==> config.mk <==
export PLATFORM = sky130hd
export DESIGN_NAME = text_stream_visualizer_top
export DESIGN_NICKNAME = d
export VERILOG_FILES = /design/src/rtl/tsv_pkg.sv /design/src/rtl/text_stream_visualizer_top.sv
export SDC_FILE = /design/constraint.sdc
export NUM_CORES = 1
export LEC_CHECK = 0
export ABC_AREA = 1
export BUFFER_PORTS_ARGS = -buffer_cell sky130_fd_sc_hd__buf_2
export CORE_MARGIN = 5
export CORE_UTILIZATION = 50
export DETAILED_ROUTE_END_ITERATION = 12
export PLACE_DENSITY = 0.66
export SLEW_MARGIN = 40
export SYNTH_ARGS = -nofsm -noshare
export SYNTH_HDL_FRONTEND = slang
export SYNTH_SLANG_ARGS = --single-unit
==> constraint.sdc <==
create_clock -name clk_i -period 6.9 [get_ports clk_i]
set_input_delay 0.69 -clock clk_i [delete_from_list [all_inputs] [get_ports clk_i]]
set_output_delay 0.69 -clock clk_i [all_outputs]
set_load 0.02 [all_outputs]
==> src/rtl/tsv_pkg.sv <==
// ----------------------------------------------------------------------------
// tsv_pkg
// Shared constants and types for the text stream visualizer: register
// indexes, character codes and the layout of the display-byte tail.
// ----------------------------------------------------------------------------
package tsv_pkg;

  // Configuration register indexes.
  localparam logic [2:0] CFG_NUMBER_ALL       = 3'd0;
  localparam logic [2:0] CFG_NUMBER_NONBLANK  = 3'd1;
  localparam logic [2:0] CFG_SQUEEZE_BLANK    = 3'd2;
  localparam logic [2:0] CFG_SHOW_ENDS        = 3'd3;
  localparam logic [2:0] CFG_SHOW_TABS        = 3'd4;
  localparam logic [2:0] CFG_SHOW_NONPRINTING = 3'd5;

  // Character codes.
  localparam logic [7:0] CH_TAB    = 8'h09;
  localparam logic [7:0] CH_NL     = 8'h0A;
  localparam logic [7:0] CH_SPACE  = 8'h20;
  localparam logic [7:0] CH_DOLLAR = 8'h24;
  localparam logic [7:0] CH_DASH   = 8'h2D;
  localparam logic [7:0] CH_QMARK  = 8'h3F;
  localparam logic [7:0] CH_UPPER_I = 8'h49;
  localparam logic [7:0] CH_UPPER_M = 8'h4D;
  localparam logic [7:0] CH_CARET  = 8'h5E;
  localparam logic [6:0] CH_DEL    = 7'h7F;
  localparam logic [3:0] DIGIT_HI  = 4'h3;

  // Line numbers are padded to at least this many characters.
  localparam int unsigned NUM_MIN_WIDTH = 6;

  // Longest display form of the byte itself, after any line number.
  localparam int unsigned TAIL_MAX = 4;

  typedef logic [7:0] byte_t;
  typedef logic [2:0] tail_len_t;

  // Register settings.
  typedef struct packed {
    logic number_all;
    logic number_nonblank;
    logic squeeze_blank;
    logic show_ends;
    logic show_tabs;
    logic show_nonprinting;
  } cfg_t;

endpackage

==> src/rtl/text_stream_visualizer_top.sv <==
// ----------------------------------------------------------------------------
// text_stream_visualizer_top
// Byte stream display filter: line numbering, blank-line squeezing and
// visible tabs, line ends and non-printing bytes.
// ----------------------------------------------------------------------------
//
//  Channel   Direction  Payload
//  s_axis    in         tdata[7:0] = in_byte
//  m_axis    out        tdata[7:0] = out_byte, tlast = last_of_run
//  cfg       in         cfg_idx_i selects a register, cfg_wdata_i[0] is stored
//
//  An input beat that expands to N output bytes occupies the job register until
//  its last byte leaves, and while m_axis_tready holds high the block sustains
//  one output byte per cycle; N runs from 1 to LINE_DIGITS + 5 and a squeezed
//  newline produces no output byte. Beats pass the job register, then the output register.
//  A stalled output holds the output register, then the job register, and
//  then s_axis_tready drops. Reset clears settings, line state and counter.
//
module text_stream_visualizer_top #(
  parameter int unsigned LINE_DIGITS = 10
) (
  input  logic       clk_i,
  input  logic       rst_ni,
  input  logic       s_axis_tvalid,
  output logic       s_axis_tready,
  input  logic [7:0] s_axis_tdata,   // [7:0] in_byte
  output logic       m_axis_tvalid,
  input  logic       m_axis_tready,
  output logic [7:0] m_axis_tdata,   // [7:0] out_byte
  output logic       m_axis_tlast,
  input  logic       cfg_we_i,
  input  logic [2:0] cfg_idx_i,
  input  logic       cfg_wdata_i
);

  localparam int unsigned CW = $clog2(LINE_DIGITS + 1);
  localparam int unsigned SW = $clog2(LINE_DIGITS + 6);
  localparam int unsigned IW = $clog2(LINE_DIGITS);

  tsv_pkg::cfg_t cfg_q;

  logic       prev_nl_q;
  logic [1:0] blank_run_q, blank_run_d;
  logic [3:0] line_digits_q [LINE_DIGITS];
  logic [3:0] line_digits_d [LINE_DIGITS];

  logic                 job_valid_q, job_valid_d;
  logic                 job_num_q;
  logic [3:0]           job_digits_q [LINE_DIGITS];
  tsv_pkg::byte_t       tail_q [tsv_pkg::TAIL_MAX];
  tsv_pkg::byte_t       tail_d [tsv_pkg::TAIL_MAX];
  tsv_pkg::tail_len_t   tail_len_q, tail_len_d;
  logic [SW-1:0]        step_q;

  logic           out_valid_q;
  tsv_pkg::byte_t out_byte_q;
  logic           out_last_q;

  // ---------------------------------------------------------------- config
  always_ff @(posedge clk_i or negedge rst_ni) begin
    if (!rst_ni) begin
      cfg_q <= '0;
    end else if (cfg_we_i) begin
      case (cfg_idx_i)
        tsv_pkg::CFG_NUMBER_ALL:       cfg_q.number_all       <= cfg_wdata_i;
        tsv_pkg::CFG_NUMBER_NONBLANK:  cfg_q.number_nonblank  <= cfg_wdata_i;
        tsv_pkg::CFG_SQUEEZE_BLANK:    cfg_q.squeeze_blank    <= cfg_wdata_i;
        tsv_pkg::CFG_SHOW_ENDS:        cfg_q.show_ends        <= cfg_wdata_i;
        tsv_pkg::CFG_SHOW_TABS:        cfg_q.show_tabs        <= cfg_wdata_i;
        tsv_pkg::CFG_SHOW_NONPRINTING: cfg_q.show_nonprinting <= cfg_wdata_i;
        default: ;
      endcase
    end
  end

  // ---------------------------------------------------------------- handshake
  logic emit_fire, emit_last, job_done, in_fire;

  assign emit_fire     = job_valid_q && (!out_valid_q || m_axis_tready);
  assign job_done      = emit_fire && emit_last;
  assign s_axis_tready = !job_valid_q || job_done;
  assign in_fire       = s_axis_tvalid && s_axis_tready;

  // ---------------------------------------------------------------- input side
  logic       is_nl, is_tab, squeezed, numbering, add_num;
  logic       all_nine, carry;
  logic [6:0] lo7;
  logic [7:0] ctl0, ctl1;
  logic [1:0] ctl_len;

  always_comb begin
    is_nl  = (s_axis_tdata == tsv_pkg::CH_NL);
    is_tab = (s_axis_tdata == tsv_pkg::CH_TAB);

    if (is_nl && prev_nl_q) begin
      blank_run_d = (blank_run_q == 2'd3) ? blank_run_q : blank_run_q + 2'd1;
    end else begin
      blank_run_d = 2'd0;
    end
    squeezed = cfg_q.squeeze_blank && (blank_run_d > 2'd1);

    numbering = cfg_q.number_nonblank ? !is_nl : cfg_q.number_all;
    add_num   = !squeezed && prev_nl_q && numbering;

    // BCD increment that sticks at all nines.
    all_nine = 1'b1;
    for (int i = 0; i < LINE_DIGITS; i++) begin
      if (line_digits_q[i] != 4'd9) all_nine = 1'b0;
    end
    carry = !all_nine;
    for (int i = 0; i < LINE_DIGITS; i++) begin
      if (carry && line_digits_q[i] >= 4'd9) begin
        line_digits_d[i] = 4'd0;
      end else if (carry) begin
        line_digits_d[i] = line_digits_q[i] + 4'd1;
        carry = 1'b0;
      end else begin
        line_digits_d[i] = line_digits_q[i];
      end
    end

    // Caret form of the low seven bits.
    lo7 = s_axis_tdata[6:0];
    if (lo7 == tsv_pkg::CH_DEL) begin
      ctl0    = tsv_pkg::CH_CARET;
      ctl1    = tsv_pkg::CH_QMARK;
      ctl_len = 2'd2;
    end else if (lo7 < 7'd32) begin
      ctl0    = tsv_pkg::CH_CARET;
      ctl1    = {3'b010, lo7[4:0]};
      ctl_len = 2'd2;
    end else begin
      ctl0    = {1'b0, lo7};
      ctl1    = '0;
      ctl_len = 2'd1;
    end

    for (int i = 0; i < tsv_pkg::TAIL_MAX; i++) tail_d[i] = '0;
    if (cfg_q.show_tabs && is_tab) begin
      tail_d[0]  = tsv_pkg::CH_CARET;
      tail_d[1]  = tsv_pkg::CH_UPPER_I;
      tail_len_d = 3'd2;
    end else if (cfg_q.show_ends && is_nl) begin
      tail_d[0]  = tsv_pkg::CH_DOLLAR;
      tail_d[1]  = tsv_pkg::CH_NL;
      tail_len_d = 3'd2;
    end else if (cfg_q.show_nonprinting && !is_tab && !is_nl) begin
      if (s_axis_tdata[7]) begin
        tail_d[0]  = tsv_pkg::CH_UPPER_M;
        tail_d[1]  = tsv_pkg::CH_DASH;
        tail_d[2]  = ctl0;
        tail_d[3]  = ctl1;
        tail_len_d = {1'b0, ctl_len} + 3'd2;
      end else begin
        tail_d[0]  = ctl0;
        tail_d[1]  = ctl1;
        tail_len_d = {1'b0, ctl_len};
      end
    end else begin
      tail_d[0]  = s_axis_tdata;
      tail_len_d = 3'd1;
    end
  end

  always_comb begin
    job_valid_d = job_valid_q;
    if (in_fire) begin
      job_valid_d = !squeezed;
    end else if (job_done) begin
      job_valid_d = 1'b0;
    end
  end

  always_ff @(posedge clk_i or negedge rst_ni) begin
    if (!rst_ni) begin
      prev_nl_q   <= 1'b1;
      blank_run_q <= 2'd0;
      job_valid_q <= 1'b0;
      step_q      <= '0;
      for (int i = 0; i < LINE_DIGITS; i++) line_digits_q[i] <= 4'd0;
    end else begin
      job_valid_q <= job_valid_d;
      if (in_fire) begin
        prev_nl_q   <= is_nl;
        blank_run_q <= blank_run_d;
        step_q      <= '0;
        if (add_num) line_digits_q <= line_digits_d;
      end else if (emit_fire) begin
        step_q <= step_q + 1'b1;
      end
    end
  end

  always_ff @(posedge clk_i) begin
    if (in_fire) begin
      job_num_q  <= add_num;
      tail_q     <= tail_d;
      tail_len_q <= tail_len_d;
      if (add_num) job_digits_q <= line_digits_d;
    end
  end

  // ---------------------------------------------------------------- emitter
  logic [CW-1:0]  top, width;
  logic [SW-1:0]  num_len, total_len, pos, tail_off;
  tsv_pkg::byte_t emit_byte;

  always_comb begin
    top = '0;
    for (int i = 0; i < LINE_DIGITS; i++) begin
      if (job_digits_q[i] != 4'd0) top = CW'(i);
    end
    width     = (top + 1'b1 > CW'(tsv_pkg::NUM_MIN_WIDTH)) ? top + 1'b1
                                                           : CW'(tsv_pkg::NUM_MIN_WIDTH);
    num_len   = job_num_q ? SW'(width) + 1'b1 : '0;
    total_len = num_len + SW'(tail_len_q);
    emit_last = (step_q == total_len - 1'b1);
    pos       = SW'(width) - 1'b1 - step_q;
    tail_off  = step_q - num_len;

    if (step_q < num_len) begin
      if (step_q == SW'(width)) begin
        emit_byte = tsv_pkg::CH_TAB;
      end else if (pos > SW'(top)) begin
        emit_byte = tsv_pkg::CH_SPACE;
      end else begin
        emit_byte = {tsv_pkg::DIGIT_HI, job_digits_q[pos[IW-1:0]]};
      end
    end else begin
      emit_byte = tail_q[tail_off[1:0]];
    end
  end

  always_ff @(posedge clk_i or negedge rst_ni) begin
    if (!rst_ni) begin
      out_valid_q <= 1'b0;
    end else if (emit_fire) begin
      out_valid_q <= 1'b1;
    end else if (m_axis_tready) begin
      out_valid_q <= 1'b0;
    end
  end

  always_ff @(posedge clk_i) begin
    if (emit_fire) begin
      out_byte_q <= emit_byte;
      out_last_q <= emit_last;
    end
  end

  assign m_axis_tvalid = out_valid_q;
  assign m_axis_tdata  = out_byte_q;
  assign m_axis_tlast  = out_last_q;

`ifndef SYNTHESIS
  logic digits_bcd;
  always_comb begin
    digits_bcd = 1'b1;
    for (int i = 0; i < LINE_DIGITS; i++) begin
      if (line_digits_q[i] > 4'd9) digits_bcd = 1'b0;
    end
  end

  a_step_in_range: assert property (@(posedge clk_i) disable iff (!rst_ni)
    job_valid_q |-> (step_q < total_len))
    else $error("emit step ran past the end of the job");

  a_tail_len: assert property (@(posedge clk_i) disable iff (!rst_ni)
    job_valid_q |-> (tail_len_q != 3'd0 && tail_len_q <= 3'd4))
    else $error("bad tail length in job register");

  a_no_overwrite: assert property (@(posedge clk_i) disable iff (!rst_ni)
    (in_fire && job_valid_q) |-> job_done)
    else $error("job register overwritten before its last byte left");

  a_counter_bcd: assert property (@(posedge clk_i) disable iff (!rst_ni)
    digits_bcd)
    else $error("line counter holds a non-decimal digit");
`endif

endmodule
==> impl_metrics.tcl, run 1 <==
set metrics [dict create \
    status "completed" \
    grt_max_degree 56 \
    fill_cells 1456 \
    cts_sinks 137 \
    critPathSlowestCell "buf_4" \
    multi_input_area_um2 3580 \
    die_h_um 137 \
    grt_pass1_vias 6103 \
    synth_largest_area_cell "edfxtp_1" \
    async_flop_share_pct 40.1 \
    powerDensity_nw_per_um2 308 \
    setup_viol 0 \
    syn_avg_cell_area_um2 8.58 \
    numCtsBuffers 17 \
    grt_pass1_wl_um 31000 \
    worstMarginPinSlew_ns 0.713 \
    finalCritPeriodShare_pct 87.6 \
    synth_most_common_cell "nand2_1" \
    wl_per_cell_um 15.6 \
    fmax_mhz 166 \
    clock_skew_ns 0.00692 \
    vias 6520 \
    dp_hpwl_um 13100 \
    crit_path_max_incr_delay_ns 0.41 \
    max_cap_violations 0 \
    netlist-cell-type-count 48 \
    worstSetupStartpointType "register" \
    clock_latency_ns 0.43 \
    port_buffers 27 \
    critPathKind "reg -> out" \
    syn-num-nets 1007 \
    synthCells 940 \
    p_leak_nw 4.04 \
    grt_antenna_before_repair 0 \
    cts-resized-gates 0 \
    clock-root-buffer "clkbuf_16" \
    core_area_um2 15900 \
    start_util_pct 50.8 \
    cp_max_fo 43 \
    area_growth_pct 11.1 \
    r2r_setup_slack_ns 1.22 \
    grt_usage_pct 21.2 \
    io-pin-count 28 \
    path_buf_inv 8 \
    use_met3_pct 5.26 \
    yosysSeqAreaShare_pct 47.6 \
    crit_path_frequent_cell "nand2_1" \
    fin_cells 1194 \
    cts_tree "yes" \
    drive_gt1_share_pct 9.30 \
    clk_pin_slew_ns 0.06 \
    dpl.cell_count 1162 \
    synth-main-ff-cell "edfxtp_1" \
    drt_iter0_markers 524 \
    route.detailed.drc 0 \
    rows 46 \
    total_power_mw 2.76 \
    seq_area_um2 3840 \
    worstRegToRegCells 31 \
    grt_util_met2_pct 32.0 \
    rsz0062_at_grt "false" \
    r2r_end "job_digits_q[31]" \
    cp_data_arrival_time_ns 5.35 \
    r2r-start "job_digits_q[24]" \
    gp_congestion 0.858 \
    crit_family "simple AND/OR/NAND/NOR gates" \
    crit_required_ns 6.21 \
    grt-busiest-layer "met2" \
    period_minus_slack_ns 6.04 \
    ant_nets 0 \
    slew_viol_final 0 \
    fin_setup_tns_ns 0 \
    die_w_um 137 \
    hold_buffers 0 \
    ir_worst_vdd_mv 0.258 \
    post_cts_buffers 0 \
    n_antenna_cell 0 \
    hp-class "in -> async" \
    synthTopCellsByArea "edfxtp_1 (31%), dfrtp_1 (17%), nand2_1 (9.5%)" \
    cts.path.max_buffers 2 \
    netlist_area_um2 8070 \
    die_area_um2 18800 \
    crit_path_end_kind "output pin" \
    yosys.area.top_type_share_pct 30.5 \
    ys_ff_latch 137 \
    synth_edf_count 82 \
    use_met1_pct 30.3 \
    hold_viol 0 \
    viasPerCell 5.46 \
    routed_wirelength_um 18600 \
    num-nets-final 1032 \
    yosysWarnings 0 \
    cts_htree_levels 4 \
    grt_overflow 0 \
    slew_headroom_pct 52.3 \
    dr.pass1.iters 5 \
    synthTopCellsByCount "nand2_1 (204), inv_1 (128), nor2_1 (94), edfxtp_1 (82), o21ai_0 (60)" \
]
-- logic make-up after synthesis --
kind of cell / share of synthesized area [%]
buffers and inverters: 8.26
flip-flops: 47.6
AND/OR/NAND/NOR: 23.2
AO/OA/AOI/OAI: 11.0
XOR/XNOR: 1.41
adder cells (fa/ha/maj): 8.03
multiplexers: 0.496
-- final cells by class --
type / instances / area share [%]
inverters: 140 / 5.88
well taps: 216 / 3.01
flip-flops and latches: 137 / 42.8
repair buffers: 32 / 2.44
clock buffers: 18 / 4.79
clock inverters: 14 / 1.12
multi-input cells: 637 / 39.9
-- per-layer routing --
metal  share of wire (%)  wire [um]
met1                  47       8780
met2                  45       8360
met4                 1.3        248
met3                 6.5       1210
met5                   0          0
-- state kept, by name, indices dropped and copies added (netlist names), 2 cells and up --
register / cells
blank_run_q: 2
cfg_q: 6
job_digits_q: 40
line_digits_q: 40
m_axis_tdata: 8
step_q: 4
tail_len_q: 3
tail_q: 29
-- power by group --
| group | internal, mW | leakage, nW | switching, mW | total (mW) |
|---|---|---|---|---|
| registers | 0.981 | 1.59 | 0.0440 | 1.03 |
| logic | 0.293 | 2.21 | 0.615 | 0.908 |
| clock network | 0.458 | 0.235 | 0.367 | 0.825 |
-- worst max-delay path by stage --
stage                                 from          endpoint  slack (ns)  cells after the start
after floorplan           job_digits_q[25]         job_num_q        1.03                     29
after global placement    job_digits_q[25]  job_digits_q[30]        1.26                     31
after detailed placement  job_digits_q[24]  job_digits_q[28]        1.09                     31
after CTS                 job_digits_q[24]     s_axis_tready        0.88                     31
after global routing      job_digits_q[24]     s_axis_tready        0.46                     29
final                     job_digits_q[24]     s_axis_tready        0.86                     31
-- cells in the final DEF (no fill, tap or decap), drive strengths merged, types with 36 or more instances in the layout --
cell type | Yosys | layout
edfxtp | 82 | 82
ha | 47 | 47
dfrtp | 54 | 54
nand2 | 208 | 208
o21ai | 67 | 67
inv | 137 | 139
nand3 | 36 | 36
nor2 | 97 | 97
a21oi | 52 | 52
nand4 | 53 | 53
-- through the flow --
| stage | hold slack, ns | util, % | area, um2 | worst slack [ns] |
|---|---|---|---|---|
| 2_1_floorplan | 0.394 | - | 8070 | 1.03 |
| 3_3_place_gp | 0.459 | 52.7 | 8370 | 1.26 |
| 3_5_place_dp | 0.460 | 53.1 | 8430 | 1.09 |
| 4_1_cts | 0.447 | 56.4 | 8960 | 0.881 |
| 5_1_grt | 0.377 | 56.4 | 8960 | 0.462 |
| 6_report | 0.326 | 56.4 | 8960 | 0.859 |
No activity file was read; power rests on OpenSTA's default activity.
==> run 2, diff against run 1 <==
--- a/config.mk
+++ b/config.mk
@@ -8,9 +8,8 @@
 export ABC_AREA = 1
 export BUFFER_PORTS_ARGS = -buffer_cell sky130_fd_sc_hd__buf_2
 export CORE_MARGIN = 5
-export CORE_UTILIZATION = 50
+export CORE_UTILIZATION = 35
 export DETAILED_ROUTE_END_ITERATION = 12
-export PLACE_DENSITY = 0.66
 export SLEW_MARGIN = 40
 export SYNTH_ARGS = -nofsm -noshare
 export SYNTH_HDL_FRONTEND = slang
==> run 2 against run 1 <==
Against the previous run: first-iteration DRC count decreased by 11%; critical endpoint unchanged; sequential share of layout area fell by 0.62 points; design area increased by 1.5%; non-clock buffer count increased by 2; critical path depth decreased by 1; die area increased by 39%; largest power group unchanged.
==> impl_metrics.tcl, run 2 (same netlist as run 1, synthesis figures left out) <==
set metrics [dict create \
    cts_htree_levels 4 \
    wl_per_cell_um 14.8 \
    route.detailed.drc 0 \
    vias 6415 \
    p_leak_nw 4.09 \
    io-pin-count 28 \
    p_int_mw 1.83 \
    crit_path_frequent_cell "nand2_1" \
    cp_max_fo 28 \
    cp_data_arrival_time_ns 5.10 \
    use_met1_pct 20.1 \
    cts_tree "yes" \
    rows 55 \
    final_area_um2 9100 \
    pwr-share-comb_pct 32.0 \
    period_minus_slack_ns 5.79 \
    dr.pass1.iters 5 \
    fmax_mhz 173 \
    drt_iter0_markers 464 \
    post_cts_buffers 0 \
    n_antenna_cell 0 \
    r2r_setup_slack_ns 1.50 \
    switching_share_pct 35.7 \
    r2r-start "job_digits_q[25]" \
    drive_gt1_share_pct 9.29 \
    ant_nets 0 \
    worstMarginPinSlew_ns 0.692 \
    worstRegToRegCells 32 \
    hold_buffers 0 \
    grt_antenna_before_repair 0 \
    die_h_um 162 \
    num-nets-final 1034 \
    core_area_um2 22600 \
    crit_path_end_kind "output pin" \
    clock_power_share_pct 31.9 \
    finalCritPeriodShare_pct 83.9 \
    gp_congestion 0.835 \
    reg_top3 "job_digits_q: 40 flops, line_digits_q: 40 flops, tail_q: 29 flops" \
    routed_wirelength_um 18700 \
    status "completed" \
    clock_skew_ns 0.0106 \
    hold_viol 0 \
    r2r_end "job_digits_q[35]" \
    final_cell_mix "nand2_1 (204), inv_1 (128), nor2_1 (94)" \
    port_buffers 27 \
    start_util_pct 35.6 \
    mostFrequentLayoutCell "nand2_1" \
    grt_overflow 0 \
    die_area_um2 26200 \
    slew_viol_final 0 \
    worstSetupStartpointType "register" \
    seq_power_share_pct 36.0 \
    grt-busiest-layer "met2" \
    critPathSlowestCell "edfxtp_1" \
    ir_worst_vdd_mv 0.157 \
    clock-root-buffer "clkbuf_16" \
    dp_hpwl_um 13400 \
    hp-class "in -> async" \
    viasPerCell 5.07 \
    area_growth_pct 12.7 \
    clk_pin_slew_ns 0.06 \
    power_switching_mw 1.02 \
    setup_viol 0 \
    grt_max_degree 56 \
    rsz0062_at_grt "false" \
    cts-resized-gates 0 \
    clock_latency_ns 0.41 \
    numCtsBuffers 17 \
    crit_required_ns 6.21 \
    critPathKind "reg -> out" \
    grt_usage_pct 14.7 \
    cts.path.max_buffers 2 \
    powerDensity_nw_per_um2 313 \
    die_w_um 162 \
    use_met3_pct 2.64 \
    slew_headroom_pct 53.2 \
    crit_path_max_incr_delay_ns 0.37 \
    placed_area_um2 8500 \
    fin_setup_tns_ns 0 \
    grt_pass1_vias 6190 \
    cts_sinks 137 \
    grt_pass1_wl_um 31500 \
    grt_util_met2_pct 24.3 \
    max_cap_violations 0 \
]
-- run 2: cell count changes in the layout (fill, tap and decap cells not counted), sizes merged --
cell and change:
buf +2, bufinv +3, clkbuf +1, clkinv +4
clkinvlp -6, inv -2
-- run 2: critical path, delay by kind of cell, from the launching register on --
family / cells / cell delay, ns
AO/OA/AOI/OAI: 1 / 0.25
buffers and inverters: 7 / 0.70
XOR/XNOR: 2 / 0.40
adder cells (fa/ha/maj): 5 / 1.30
AND/OR/NAND/NOR: 15 / 1.64
flip-flops: 1 / 0.37
-- run 2: area by class of cell --
cell class | instances | area, um2
fill | 2255 | 13500
sequential | 137 | 3840
multi-input combinational | 637 | 3580
inverter | 140 | 527
clock buffer | 19 | 433
tap | 285 | 357
timing repair buffer | 34 | 206
clock inverter | 13 | 154
-- run 2: power by group through the flow --
stage / Clock [mW] / Sequential, mW / Combinational, mW
floorplan: 0 / 1.07 / 0.597
CTS: 0.928 / 1.03 / 0.915
global route: 0.967 / 1.04 / 1.03
detailed placement: 0 / 1.04 / 0.911
global placement: 0 / 1.04 / 0.895
finish: 0.910 / 1.03 / 0.913
-- run 2: through the flow --
stage	utilization [%]	hold slack (ns)	total power, mW	setup slack [ns]	instances
after floorplan	-	0.394	1.67	1.03	940
after global placement	37.4	0.458	1.94	1.58	1231
after detailed placement	37.6	0.463	1.95	1.40	1233
after CTS	40.2	0.442	2.87	1.11	1265
after global routing	40.2	0.378	3.03	0.673	1265
final	40.2	0.335	2.85	1.11	1265
-- run 2: worst max-delay path by stage --
stage | startpoint | end | cells after the start
finish | job_digits_q[25] | s_axis_tready | 30
global route | job_digits_q[24] | s_axis_tready | 30
CTS | job_digits_q[25] | s_axis_tready | 30
detailed placement | job_digits_q[25] | job_digits_q[38] | 31
global placement | job_digits_q[25] | job_digits_q[16] | 31
floorplan | job_digits_q[25] | job_num_q | 29
-- run 2: routing by layer --
layer | up-vias | routed length [um]
li1 | 3222 | -
met1 | 3074 | 9130
met2 | 107 | 8790
met3 | 12 | 591
met4 | 0 | 191
met5 | - | 0
